$ cat src/rtl/kmc_pkg.sv
// Shared types and constants of the k-way merge compaction core.
`timescale 1ns / 1ps

package kmc_pkg;

   localparam int KEY_W    = 64;
   localparam int RUN_W    = 4;
   localparam int NRUNS_W  = 5;
   localparam int COUNT_W  = 32;
   localparam int MAX_CAP  = 16;

   localparam int REQ_DATA_W = 128;
   localparam int REQ_USER_W = 5;
   localparam int RSP_DATA_W = 168;

   localparam logic [KEY_W-1:0]   TOMBSTONE = 64'hFFFF_FFFF_FFFF_FFFE;
   localparam logic [COUNT_W-1:0] COUNT_MAX = 32'hFFFF_FFFF;

   localparam int  CSR_ADDR_W       = 3;
   localparam logic CSR_IDX_NUM_RUNS = 1'b0;
   localparam logic [NRUNS_W-1:0] NUM_RUNS_RESET = 5'd2;

   typedef enum logic [2:0] {
      ST_IDLE,
      ST_CHECK,
      ST_SCAN,
      ST_FINISH,
      ST_PUSH
   } kmc_state_type;

   typedef struct packed {
      logic capture;
      logic reject;
      logic write_head;
      logic scan_start;
      logic scan_step;
      logic finish;
      logic push;
   } kmc_cmd_type;

   typedef struct packed {
      logic finished;
      logic mismatch;
      logic fill_more;
      logic scan_last;
      logic out_free;
   } kmc_status_type;

endpackage

$ cat src/rtl/kmc_csr.sv
// Configuration register block holding the run count.
`timescale 1ns / 1ps

module kmc_csr
   import kmc_pkg::*;
(
   input  logic                  clock,
   input  logic                  reset,
   input  logic                  csr_psel,
   input  logic                  csr_penable,
   input  logic                  csr_pwrite,
   input  logic [CSR_ADDR_W-1:0] csr_paddr,
   input  logic [31:0]           csr_pwdata,
   output logic [31:0]           csr_prdata,
   output logic                  csr_pready,
   output logic [NRUNS_W-1:0]    num_runs
);

   logic [NRUNS_W-1:0] num_runs_ff;
   logic [NRUNS_W-1:0] num_runs_in;
   logic               hit;

   assign hit = (csr_paddr[2] == CSR_IDX_NUM_RUNS);

   always_comb begin
      num_runs_in = num_runs_ff;
      if (csr_psel && csr_penable && csr_pwrite && hit) begin
         num_runs_in = csr_pwdata[NRUNS_W-1:0];
      end
   end

   always_ff @(posedge clock) begin
      if (reset) begin
         num_runs_ff <= NUM_RUNS_RESET;
      end else begin
         num_runs_ff <= num_runs_in;
      end
   end

   assign csr_pready = 1'b1;
   assign csr_prdata = hit ? {{(32-NRUNS_W){1'b0}}, num_runs_ff} : 32'd0;
   assign num_runs   = num_runs_ff;

endmodule

$ cat src/rtl/kmc_ctrl.sv
// Sequencing state machine of the merge core.
`timescale 1ns / 1ps

module kmc_ctrl
   import kmc_pkg::*;
(
   input  logic           clock,
   input  logic           reset,
   input  logic           req_tvalid,
   output logic           req_tready,
   input  kmc_status_type status,
   output kmc_cmd_type    cmd
);

   kmc_state_type state_ff;
   kmc_state_type state_in;

   always_ff @(posedge clock) begin
      if (reset) begin
         state_ff <= ST_IDLE;
      end else begin
         state_ff <= state_in;
      end
   end

   always_comb begin
      state_in   = state_ff;
      cmd        = '0;
      req_tready = 1'b0;
      unique case (state_ff)
         ST_IDLE: begin
            req_tready = 1'b1;
            if (req_tvalid) begin
               cmd.capture = 1'b1;
               state_in    = ST_CHECK;
            end
         end
         ST_CHECK: begin
            if (status.finished || status.mismatch) begin
               cmd.reject = 1'b1;
               state_in   = ST_PUSH;
            end else begin
               cmd.write_head = 1'b1;
               if (status.fill_more) begin
                  state_in = ST_PUSH;
               end else begin
                  cmd.scan_start = 1'b1;
                  state_in       = ST_SCAN;
               end
            end
         end
         ST_SCAN: begin
            cmd.scan_step = 1'b1;
            if (status.scan_last) begin
               state_in = ST_FINISH;
            end
         end
         ST_FINISH: begin
            cmd.finish = 1'b1;
            state_in   = ST_PUSH;
         end
         ST_PUSH: begin
            if (status.out_free) begin
               cmd.push = 1'b1;
               state_in = ST_IDLE;
            end
         end
         default: begin
            state_in = ST_IDLE;
         end
      endcase
   end

endmodule

$ cat src/rtl/kmc_datapath.sv
// Head storage, minimum scan, dedup logic and output register of the merge core.
`timescale 1ns / 1ps

module kmc_datapath
   import kmc_pkg::*;
#(
   parameter int RUNS = 16
)
(
   input  logic                  clock,
   input  logic                  reset,
   input  logic [NRUNS_W-1:0]    num_runs,
   input  logic [REQ_DATA_W-1:0] req_tdata,
   input  logic [REQ_USER_W-1:0] req_tuser,
   output logic                  rsp_tvalid,
   input  logic                  rsp_tready,
   output logic [RSP_DATA_W-1:0] rsp_tdata,
   output logic                  rsp_tuser,
   input  kmc_cmd_type           cmd,
   output kmc_status_type        status
);

   localparam int CAP   = (RUNS < MAX_CAP) ? RUNS : MAX_CAP;
   localparam int IDX_W = $clog2(CAP);
   localparam logic [NRUNS_W-1:0] CAP_N = NRUNS_W'(CAP);

   // Captured input transfer.
   logic [RUN_W-1:0] in_run_ff;
   logic [KEY_W-1:0] in_key_ff;
   logic [KEY_W-1:0] in_value_ff;
   logic             in_eor_ff;

   // Head entries; live bits are the only part cleared by reset.
   logic [KEY_W-1:0] head_key_mem   [CAP];
   logic [KEY_W-1:0] head_value_mem [CAP];
   logic [CAP-1:0]   live_ff;

   logic [NRUNS_W-1:0] heads_loaded_ff;
   logic [RUN_W-1:0]   pending_ff;
   logic [KEY_W-1:0]   prev_key_ff;
   logic               prev_valid_ff;
   logic [COUNT_W-1:0] total_ff;
   logic               finished_ff;

   // Scan state.
   logic [IDX_W-1:0] scan_idx_ff;
   logic [IDX_W-1:0] best_idx_ff;
   logic [KEY_W-1:0] best_key_ff;
   logic [KEY_W-1:0] best_value_ff;
   logic             found_ff;

   // Result staging and output register.
   logic               stg_emit_ff;
   logic [KEY_W-1:0]   stg_key_ff;
   logic [KEY_W-1:0]   stg_value_ff;
   logic               stg_req_ff;
   logic [RUN_W-1:0]   stg_run_ff;
   logic               stg_done_ff;
   logic [COUNT_W-1:0] stg_count_ff;
   logic               rsp_valid_ff;
   logic               rsp_emit_ff;
   logic [RSP_DATA_W-1:0] rsp_data_ff;

   logic [NRUNS_W-1:0] n_act;
   logic               filling;
   logic [RUN_W-1:0]   awaited;
   logic [NRUNS_W-1:0] loaded_next;
   logic [IDX_W-1:0]   in_idx;
   logic               cur_live;
   logic [KEY_W-1:0]   cur_key;
   logic               take;
   logic               dup;
   logic               emit_now;
   logic [COUNT_W-1:0] total_next;

   always_comb begin
      if (num_runs < NRUNS_W'(2)) begin
         n_act = NRUNS_W'(2);
      end else if (num_runs > CAP_N) begin
         n_act = CAP_N;
      end else begin
         n_act = num_runs;
      end
   end

   assign filling     = heads_loaded_ff < n_act;
   assign awaited     = filling ? heads_loaded_ff[RUN_W-1:0] : pending_ff;
   assign loaded_next = heads_loaded_ff + NRUNS_W'(1);
   assign in_idx      = in_run_ff[IDX_W-1:0];

   assign cur_live = live_ff[scan_idx_ff];
   assign cur_key  = head_key_mem[scan_idx_ff];
   assign take     = cur_live && (!found_ff || ($signed(cur_key) < $signed(best_key_ff)));

   assign dup        = prev_valid_ff && (best_key_ff == prev_key_ff);
   assign emit_now   = !dup && (best_value_ff != TOMBSTONE);
   assign total_next = (emit_now && (total_ff != COUNT_MAX)) ? total_ff + COUNT_W'(1)
                                                              : total_ff;

   always_comb begin
      status           = '0;
      status.finished  = finished_ff;
      status.mismatch  = (in_run_ff != awaited);
      status.fill_more = filling && (loaded_next < n_act);
      status.scan_last = ({{(NRUNS_W-IDX_W){1'b0}}, scan_idx_ff} == (n_act - NRUNS_W'(1)));
      status.out_free  = !rsp_valid_ff || rsp_tready;
   end

   // Input capture and head storage.
   always_ff @(posedge clock) begin
      if (cmd.capture) begin
         in_run_ff   <= req_tuser[RUN_W-1:0];
         in_eor_ff   <= req_tuser[RUN_W];
         in_key_ff   <= req_tdata[KEY_W-1:0];
         in_value_ff <= req_tdata[2*KEY_W-1:KEY_W];
      end
      if (cmd.write_head && !in_eor_ff) begin
         head_key_mem[in_idx]   <= in_key_ff;
         head_value_mem[in_idx] <= in_value_ff;
      end
   end

   // Merge control state.
   always_ff @(posedge clock) begin
      if (reset) begin
         live_ff         <= '0;
         heads_loaded_ff <= '0;
         pending_ff      <= '0;
         prev_key_ff     <= '0;
         prev_valid_ff   <= 1'b0;
         total_ff        <= '0;
         finished_ff     <= 1'b0;
         found_ff        <= 1'b0;
         scan_idx_ff     <= '0;
      end else begin
         if (cmd.write_head) begin
            live_ff[in_idx] <= !in_eor_ff;
            if (filling) begin
               heads_loaded_ff <= loaded_next;
            end
         end
         if (cmd.scan_start) begin
            scan_idx_ff <= '0;
            found_ff    <= 1'b0;
         end
         if (cmd.scan_step) begin
            scan_idx_ff <= scan_idx_ff + IDX_W'(1);
            if (take) begin
               found_ff <= 1'b1;
            end
         end
         if (cmd.finish) begin
            if (!found_ff) begin
               finished_ff <= 1'b1;
            end else begin
               prev_key_ff          <= best_key_ff;
               prev_valid_ff        <= 1'b1;
               total_ff             <= total_next;
               live_ff[best_idx_ff] <= 1'b0;
               pending_ff           <= {{(RUN_W-IDX_W){1'b0}}, best_idx_ff};
            end
         end
      end
   end

   // Best candidate of the running scan.
   always_ff @(posedge clock) begin
      if (cmd.scan_step && take) begin
         best_idx_ff   <= scan_idx_ff;
         best_key_ff   <= cur_key;
         best_value_ff <= head_value_mem[scan_idx_ff];
      end
   end

   // Result staging.
   always_ff @(posedge clock) begin
      if (cmd.reject) begin
         stg_emit_ff  <= 1'b0;
         stg_key_ff   <= '0;
         stg_value_ff <= '0;
         stg_req_ff   <= !finished_ff;
         stg_run_ff   <= finished_ff ? '0 : awaited;
         stg_done_ff  <= finished_ff;
         stg_count_ff <= total_ff;
      end else if (cmd.write_head) begin
         stg_emit_ff  <= 1'b0;
         stg_key_ff   <= '0;
         stg_value_ff <= '0;
         stg_req_ff   <= 1'b1;
         stg_run_ff   <= loaded_next[RUN_W-1:0];
         stg_done_ff  <= 1'b0;
         stg_count_ff <= total_ff;
      end else if (cmd.finish) begin
         if (!found_ff) begin
            stg_emit_ff  <= 1'b0;
            stg_key_ff   <= '0;
            stg_value_ff <= '0;
            stg_req_ff   <= 1'b0;
            stg_run_ff   <= '0;
            stg_done_ff  <= 1'b1;
            stg_count_ff <= total_ff;
         end else begin
            stg_emit_ff  <= emit_now;
            stg_key_ff   <= emit_now ? best_key_ff : '0;
            stg_value_ff <= emit_now ? best_value_ff : '0;
            stg_req_ff   <= 1'b1;
            stg_run_ff   <= {{(RUN_W-IDX_W){1'b0}}, best_idx_ff};
            stg_done_ff  <= 1'b0;
            stg_count_ff <= total_next;
         end
      end
   end

   // Output register.
   always_ff @(posedge clock) begin
      if (reset) begin
         rsp_valid_ff <= 1'b0;
      end else if (cmd.push) begin
         rsp_valid_ff <= 1'b1;
      end else if (rsp_tready) begin
         rsp_valid_ff <= 1'b0;
      end
   end

   always_ff @(posedge clock) begin
      if (cmd.push) begin
         rsp_emit_ff <= stg_emit_ff;
         rsp_data_ff <= {2'b00, stg_count_ff, stg_done_ff, stg_run_ff, stg_req_ff,
                         stg_value_ff, stg_key_ff};
      end
   end

   assign rsp_tvalid = rsp_valid_ff;
   assign rsp_tdata  = rsp_data_ff;
   assign rsp_tuser  = rsp_emit_ff;

endmodule

$ cat src/rtl/kway_merge_compaction_core.sv
// Top level of the k-way merge compaction core.
// A rejected or fill-phase input transfer passes through capture, check and push; one
// that triggers a pick passes through capture, check, scan, finish and push. A new input
// transfer is taken only after the previous result has been pushed to the output register,
// and the pick scans the run heads one per cycle through one head read port.
// Reset (synchronous, active high) clears control state and sets the run count to 2.
`timescale 1ns / 1ps

module kway_merge_compaction_core
   import kmc_pkg::*;
#(
   parameter int RUNS = 16
)
(
   input  logic                  clock,
   input  logic                  reset,

   // Input channel.
   input  logic                  req_tvalid,
   output logic                  req_tready,
   // tdata, from bit 0: key[63:0], value[127:64].
   input  logic [REQ_DATA_W-1:0] req_tdata,
   // tuser, from bit 0: run_index[3:0], end_of_run[4].
   input  logic [REQ_USER_W-1:0] req_tuser,

   // Result channel.
   output logic                  rsp_tvalid,
   input  logic                  rsp_tready,
   // tdata, from bit 0: out_key[63:0], out_value[127:64], request_valid[128],
   // request_run[132:129], done_res[133], entries_written[165:134], zero fill.
   output logic [RSP_DATA_W-1:0] rsp_tdata,
   // tuser, from bit 0: emit[0].
   output logic                  rsp_tuser,

   // Configuration port; register num_runs at byte address 0.
   input  logic                  csr_psel,
   input  logic                  csr_penable,
   input  logic                  csr_pwrite,
   input  logic [CSR_ADDR_W-1:0] csr_paddr,
   input  logic [31:0]           csr_pwdata,
   output logic [31:0]           csr_prdata,
   output logic                  csr_pready
);

   // The controller steps through capture, check, scan, finish and push; the
   // datapath holds the run heads and performs one comparison per scan cycle.
   // The output register lets a new input transfer be taken while a result
   // still waits downstream; the push step stalls only if it is still full.

   logic [NRUNS_W-1:0] num_runs;
   kmc_cmd_type        cmd;
   kmc_status_type     status;

   kmc_csr u_csr (
      .clock       (clock),
      .reset       (reset),
      .csr_psel    (csr_psel),
      .csr_penable (csr_penable),
      .csr_pwrite  (csr_pwrite),
      .csr_paddr   (csr_paddr),
      .csr_pwdata  (csr_pwdata),
      .csr_prdata  (csr_prdata),
      .csr_pready  (csr_pready),
      .num_runs    (num_runs)
   );

   kmc_ctrl u_ctrl (
      .clock      (clock),
      .reset      (reset),
      .req_tvalid (req_tvalid),
      .req_tready (req_tready),
      .status     (status),
      .cmd        (cmd)
   );

   kmc_datapath #(
      .RUNS (RUNS)
   ) u_datapath (
      .clock      (clock),
      .reset      (reset),
      .num_runs   (num_runs),
      .req_tdata  (req_tdata),
      .req_tuser  (req_tuser),
      .rsp_tvalid (rsp_tvalid),
      .rsp_tready (rsp_tready),
      .rsp_tdata  (rsp_tdata),
      .rsp_tuser  (rsp_tuser),
      .cmd        (cmd),
      .status     (status)
   );

endmodule

$ cat config.mk
export PLATFORM = sky130hd
export DESIGN_NAME = kway_merge_compaction_core
export DESIGN_NICKNAME = d
export VERILOG_FILES = /design/src/rtl/kmc_pkg.sv /design/src/rtl/kmc_csr.sv /design/src/rtl/kmc_ctrl.sv /design/src/rtl/kmc_datapath.sv /design/src/rtl/kway_merge_compaction_core.sv
export SDC_FILE = /design/constraint.sdc
export NUM_CORES = 2
export LEC_CHECK = 0
export BUFFER_PORTS_ARGS = -buffer_cell sky130_fd_sc_hd__buf_4
export CAP_MARGIN = 30
export CORE_AREA = 3 3 486 488
export CTS_CLUSTER_DIAMETER = 50
export DETAILED_ROUTE_END_ITERATION = 8
export DIE_AREA = 0 0 489 491
export PLACE_DENSITY = 0.67
export SETUP_SLACK_MARGIN = 0.3
export SYNTH_ARGS = -nofsm -noshare
export SYNTH_HDL_FRONTEND = slang
export SYNTH_SLANG_ARGS = --single-unit
export TNS_END_PERCENT = 5
$ cat constraint.sdc
create_clock -name clock -period 14.6 [get_ports clock]
set_input_delay 0.73 -clock clock [delete_from_list [all_inputs] [get_ports clock]]
set_output_delay 0.73 -clock clock [all_outputs]
set_load 0.01 [all_outputs]
Yosys cells after proc, flatten, opt, wreduce, memory -nomap -nowiden
Memory sizes are Yosys's and may differ from the RTL's. A register that Yosys moved wholly into a read port is not among the register bits.
Cells that the tools add are included.
- $add $sub $neg: 4
- order comparisons: 10
- equal/unequal tests: 12
- mux-type cells: 66
- bitwise operators: 4
- reductions and logical operators: 29
- operator list (cell ; number):
    $mux W64 ; 4
    $mux W32 ; 5
    $eq A64 B64 Y1 ; 1
    $lt A64 B64 Y1 ; 1
    $mux W16 ; 4
    $ne A64 B64 Y1 const B ; 1
    $mux W4 ; 10
    $add A32 B1 Y32 const B ; 1
    $ne A32 B32 Y1 const B ; 1
    $mux W1 ; 28
    $mux W3 ; 6
    $and A16 B16 Y16 ; 1
    $bwmux W16 ; 1
    $not A16 Y16 ; 1
    $lt A4 B5 Y1 const B ; 3
    $mux W5 ; 3
    $pmux W3 S5 ; 1
    $logic_and A1 B1 Y1 ; 12
    $lt A5 B5 Y1 ; 2
    $demux W1 S4 ; 2
    $ge A4 B1 Y1 const B ; 2
    $eq A3 B2 Y1 const B ; 2
    $ne A2 B2 Y1 const B ; 3
    $reduce_and A2 Y1 ; 3
    other kinds (19) ; 27
- flip-flop bits (word level): 672
- memory bits (writable): 2048
- output and inout bits: 204
- word-level logic and storage cells: 154
- memories kept: 2
- memory list (memory ; words ; bits a word ; rd ports ; clocked after Yosys merged registers in ; wr ports ; line ; text):
    u_datapath.head_key_mem ; 16 ; 64 ; 1 ; 1 ; 1 ; kmc_datapath.sv:34 ; logic [KEY_W-1:0] head_key_mem [CAP];
    u_datapath.head_value_mem ; 16 ; 64 ; 1 ; 1 ; 1 ; kmc_datapath.sv:35 ; logic [KEY_W-1:0] head_value_mem [CAP];

Depth between registers and ports, before layout
- depth after elaboration: 14
- gate-level depth with buffers: 14
- gate-level depth less buffers: 10

Hierarchy
From an unflattened synthesis, not the netlist that was laid out.
- cells, all modules: 4873
- area, all modules: 104188.7 µm²
- modules (own cells, without submodules) (module ; instances ; cells an instance ; area each (µm²) ; seq. area each (µm²)):
    kmc_datapath ; 1 ; 4790 ; 103488.0 ; 80857.5
    kmc_csr ; 1 ; 58 ; 494.2 ; 100.1
    kmc_ctrl ; 1 ; 25 ; 206.4 ; 60.1

Worst setup path after synthesis
Ideal clock, no wire load.
- path type: reg2reg
- start: register with a tool-made name
- end: register u_datapath.best_idx_ff[0] (enable)
- setup time: 785 ps
- arrival: 12647 ps
- data required time: 13815 ps
- setup slack: 1168 ps
- stages on the path, launching flop included: 14
- clock period less this slack: 13432 ps
- cells stage by stage: dfxtp_1 clkbuf_1 clkbuf_1 buf_1 mux4_2 mux4_2 ha_1 a2111oi_0 o21ai_0 o221ai_1 nand2_1 nor3_1 o41ai_1 nor3_1
- RTL lines (what ; line ; text):
    to (signal assigned) ; kmc_datapath.sv:169 ; best_idx_ff <= scan_idx_ff;
    to (decl) ; kmc_datapath.sv:47 ; logic [IDX_W-1:0] best_idx_ff;

==> metrics.yaml <==
final_cell_mix: "edfxtp_1 (2518), mux4_2 (644), buf_4 (373), clkbuf_16 (304), dfxtp_1 (262)"
syn2layout_area_growth_pct: 15.9
drv_slew: 0
dp_cells: 8145
r2r_slack_ps: 8050
p_sw_uw: 3150
path_cells: "buf_12 > buf_12 > mux4_2 > mux4_2 > ha_1 > nand4_1 > nor2_1 > nand3_1 > nand3b_1 > or4_1 > o41ai_1 > nor3_2 > buf_12"
routed_wl_mm: 248
place_hpwl_mm: 134
post_cts_buffers: 0
cts_tree: "yes"
clock_power_share: 0.441
synth_ff_type: "edfxtp_1"
instances_no_fill: 8788
crit_type: "reg2reg"
final_common_cell: "edfxtp_1"
globalRouteTotalUtil: 0.205
critPathArrivalTime_ps: 7030
drv_cap: 0
chipWidth_um: 489
combinationalPowerShare: 0.011
hold_class: "in2reg"
internal-power_uw: 13000
htreeDepth: 5
core_um2: 232000
wire_per_inst_um: 28.2
fmax_mhz: 153
grt_max_degree: 135
cts.path.max_buffers: 4
place_congestion: 0.820
yosysTopAreaCellShare: 0.724
cpMaxStageDelayCell: "dfxtp_4"
die_y_um: 491
fin_crit_ps: 6550
drt_iter0_markers: 5723
hold_viol_final: 0
drtAntennaViolNets: 0
ys_seq_area_frac: 0.776
num_vias: 50800
cts_root_buffer: "clkbuf_16"
grt.overflow.total: 0
powerDensity_nw_per_um2: 133
power.ir.vdd_worst_mv: 0.133
p_leak_uw: 0.0382
crit_fanout: 94
reg2reg_to: "u_datapath.best_value_ff[50]$_DFFE_PP_"
crit_top_cell: "buf_12"
first_global_vias: 51500
fin_setup_tns_ps: 0
setup.worst_path.end_class: "flip-flop"
avgSynthCellArea_um2: 21.1
fin_crit_sh: 0.448
max_stage_delay_ps: 880
dieArea_um2: 240000
cts_sinks: 2788
seqPwrFrac: 0.548
synth.cell_area_um2: 104000
status: "completed"
io_pins: 379
ys_seq_elements: 2788
fin_skew_ps: 56.1
netlist_top_cells_area: "edfxtp_1 (72%), mux4_2 (14%), dfxtp_1 (5.2%), ha_1 (0.90%), nand2_1 (0.88%)"
nets: 5767
drive_gt1_frac: 0.263
cts_made_buffers: 294
multi_input_area_um2: 22200
rsz0062_at_grt: "no"
yosysUniqueCellTypes: 72
drt_first_pass_iters: 6
netSwitchingFraction: 0.195
initial_core_util: 0.450
slew-limit-headroom: 0.274
portBuffers: 319
grt_pass1_wl_mm: 358
clk_latency_ps: 920
drc: 0
reg2reg_depth: 13
crit_required_ps: 15080
fp-row-count: 177
setup_viol: 0
seqCellArea_um2: 81000
tightest_slew_ps: 1090
antenna_found_initial: 18
synth-edff-count: 2518
yosysWarnings: 0
clk_pin_slew_ps: 60
start_kind: "flip-flop"
async_reset_ff_frac: 0
crit_end: "u_datapath.best_value_ff[50]$_DFFE_PP_"
nFillCells: 17700
via_per_inst: 5.78
synthCells: 4952
netlist.top_cell.by_area: "edfxtp_1"
[layout make-up]
class                      count  share of cell area
clock inverter               123             0.00893
inverter                      79             0.00257
clock buffer                 395              0.0669
antenna                        6            0.000124
sequential                  2788               0.669
tap                         3043              0.0314
timing repair buffer         513              0.0369
multi-input combinational   1841               0.184
[cell usage after synthesis, drive strengths merged (4+ instances only)]
| library cell | n |
|---|---|
| a221oi | 12 |
| o211ai | 8 |
| nor3 | 48 |
| and2 | 4 |
| dfxtp | 270 |
| o31a | 4 |
| edfxtp | 2518 |
| nand4 | 43 |
| a21oi | 117 |
| mux4 | 644 |
| o22ai | 5 |
| nand2 | 245 |
| nand3 | 26 |
| or3 | 16 |
| clkbuf | 176 |
| or4 | 25 |
| nor4 | 23 |
| buf | 96 |
| o21ai | 89 |
| o31ai | 22 |
| and3 | 12 |
| mux2 | 22 |
| nand2b | 13 |
| nor2b | 31 |
| nor2 | 79 |
| a22o | 67 |
| a31o | 5 |
| xor2 | 53 |
| ha | 75 |
| xnor2 | 49 |
| mux2i | 5 |
| inv | 79 |
| nor3b | 5 |
| a21o | 9 |
| and4 | 9 |
| a211oi | 4 |
[stage by stage]
stage	power, uW	hold WS (ps)	setup WS (ps)	cell area [um2]	utilization
2_1_floorplan	9050	400	1170	105000	-
3_3_place_gp	9160	403	7820	111000	0.476
3_5_place_dp	9180	405	7880	111000	0.476
4_1_cts	16300	0.370	7810	121000	0.521
5_1_grt	16600	9.98	7400	121000	0.521
6_report	16200	64.2	8050	121000	0.521
[power groups by stage]
| stage | Sequential, uW | Clock (uW) | Combinational (uW) |
|---|---|---|---|
| final | 8850 | 7120 | 178 |
| after floorplan | 8990 | 0 | 56.0 |
| after detailed placement | 9020 | 0 | 155 |
| after global placement | 9010 | 0 | 153 |
| after CTS | 8850 | 7260 | 182 |
| after global routing | 8860 | 7580 | 190 |
[worst min-delay path by stage]
stage                     cells past startpoint                                   to                             startpoint  slack (ps)
final                                         1       u_datapath.in_idx[3]$_DFFE_PP_                           req_tuser[3]          60
after global routing                          1       u_datapath.in_idx[3]$_DFFE_PP_                           req_tuser[3]          10
after CTS                                     1  u_datapath.in_value_ff[6]$_DFFE_PP_                          req_tdata[70]         0.4
after detailed placement                      0  u_datapath.rsp_tdata[137]$_DFFE_PP_   u_datapath.stg_count_ff[3]$_DFFE_PP_         400
after global placement                        0  u_datapath.rsp_tdata[162]$_DFFE_PP_  u_datapath.stg_count_ff[28]$_DFFE_PP_         400
after floorplan                               0  u_datapath.rsp_tdata[128]$_DFFE_PP_        u_datapath.stg_req_ff$_DFFE_PP_         400
[worst max-delay path: cells and delay by family (launching register included)]
kind	cells	cell delay, ps
simple gates	6	1320
flops	1	880
fa+ha+maj	1	370
buf+inv	3	1480
mux	2	1170
compound gates	1	460
[timing repair]
| action | CTS | global route |
|---|---|---|
| resized for setup | 0 | 0 |
| endpoints found under the setup margin | 0 | 0 |
| hold endpoints to repair | 116 | 0 |
| hold buffers | 116 | 0 |
[cells by family after synthesis]
kind of cell / after synthesis / share of synthesized area
flip-flops: 2788 / 0.776
multiplexers: 671 / 0.142
AND/OR/NAND/NOR: 589 / 0.0276
AO/OA/AOI/OAI: 374 / 0.0234
buffers and inverters: 351 / 0.0139
XOR/XNOR: 102 / 0.00862
adder cells (fa/ha/maj): 75 / 0.00898
other: 2 / 0.0000719
[per-layer routing]
layer  vias to the layer above  routed length (um)  part of all wire  track usage
li1                      21400                   -                 -            -
met1                     26900              102000              0.41        0.289
met2                      2096              120000              0.48        0.325
met3                       401               18300             0.074       0.0377
met4                        12                7920             0.032       0.0684
met5                         -                  80           0.00032            0
[sequential cells by signal, summed over array words and instances (netlist names), 3 cells and up, named ones only]
name,count
u_datapath.in_value_ff,64
u_datapath.in_idx,4
u_datapath.stg_run_ff,4
u_datapath.scan_idx_ff,4
u_csr.num_runs,5
u_datapath.in_key_ff,64
u_datapath.live_ff,16
u_datapath.heads_loaded_ff,5
u_datapath.stg_key_ff,64
u_datapath.stg_value_ff,64
u_ctrl.state_ff,3
u_datapath.rsp_tdata,166
u_datapath.head_key_mem,1024
u_datapath.total_ff,32
u_datapath.head_value_mem,1024
u_datapath.stg_count_ff,32
u_datapath.best_key_ff,64
u_datapath.prev_key_ff,64
u_datapath.pending_ff,4
u_datapath.best_idx_ff,4
u_datapath.best_value_ff,64
Power figures use the tool's default switching activity.
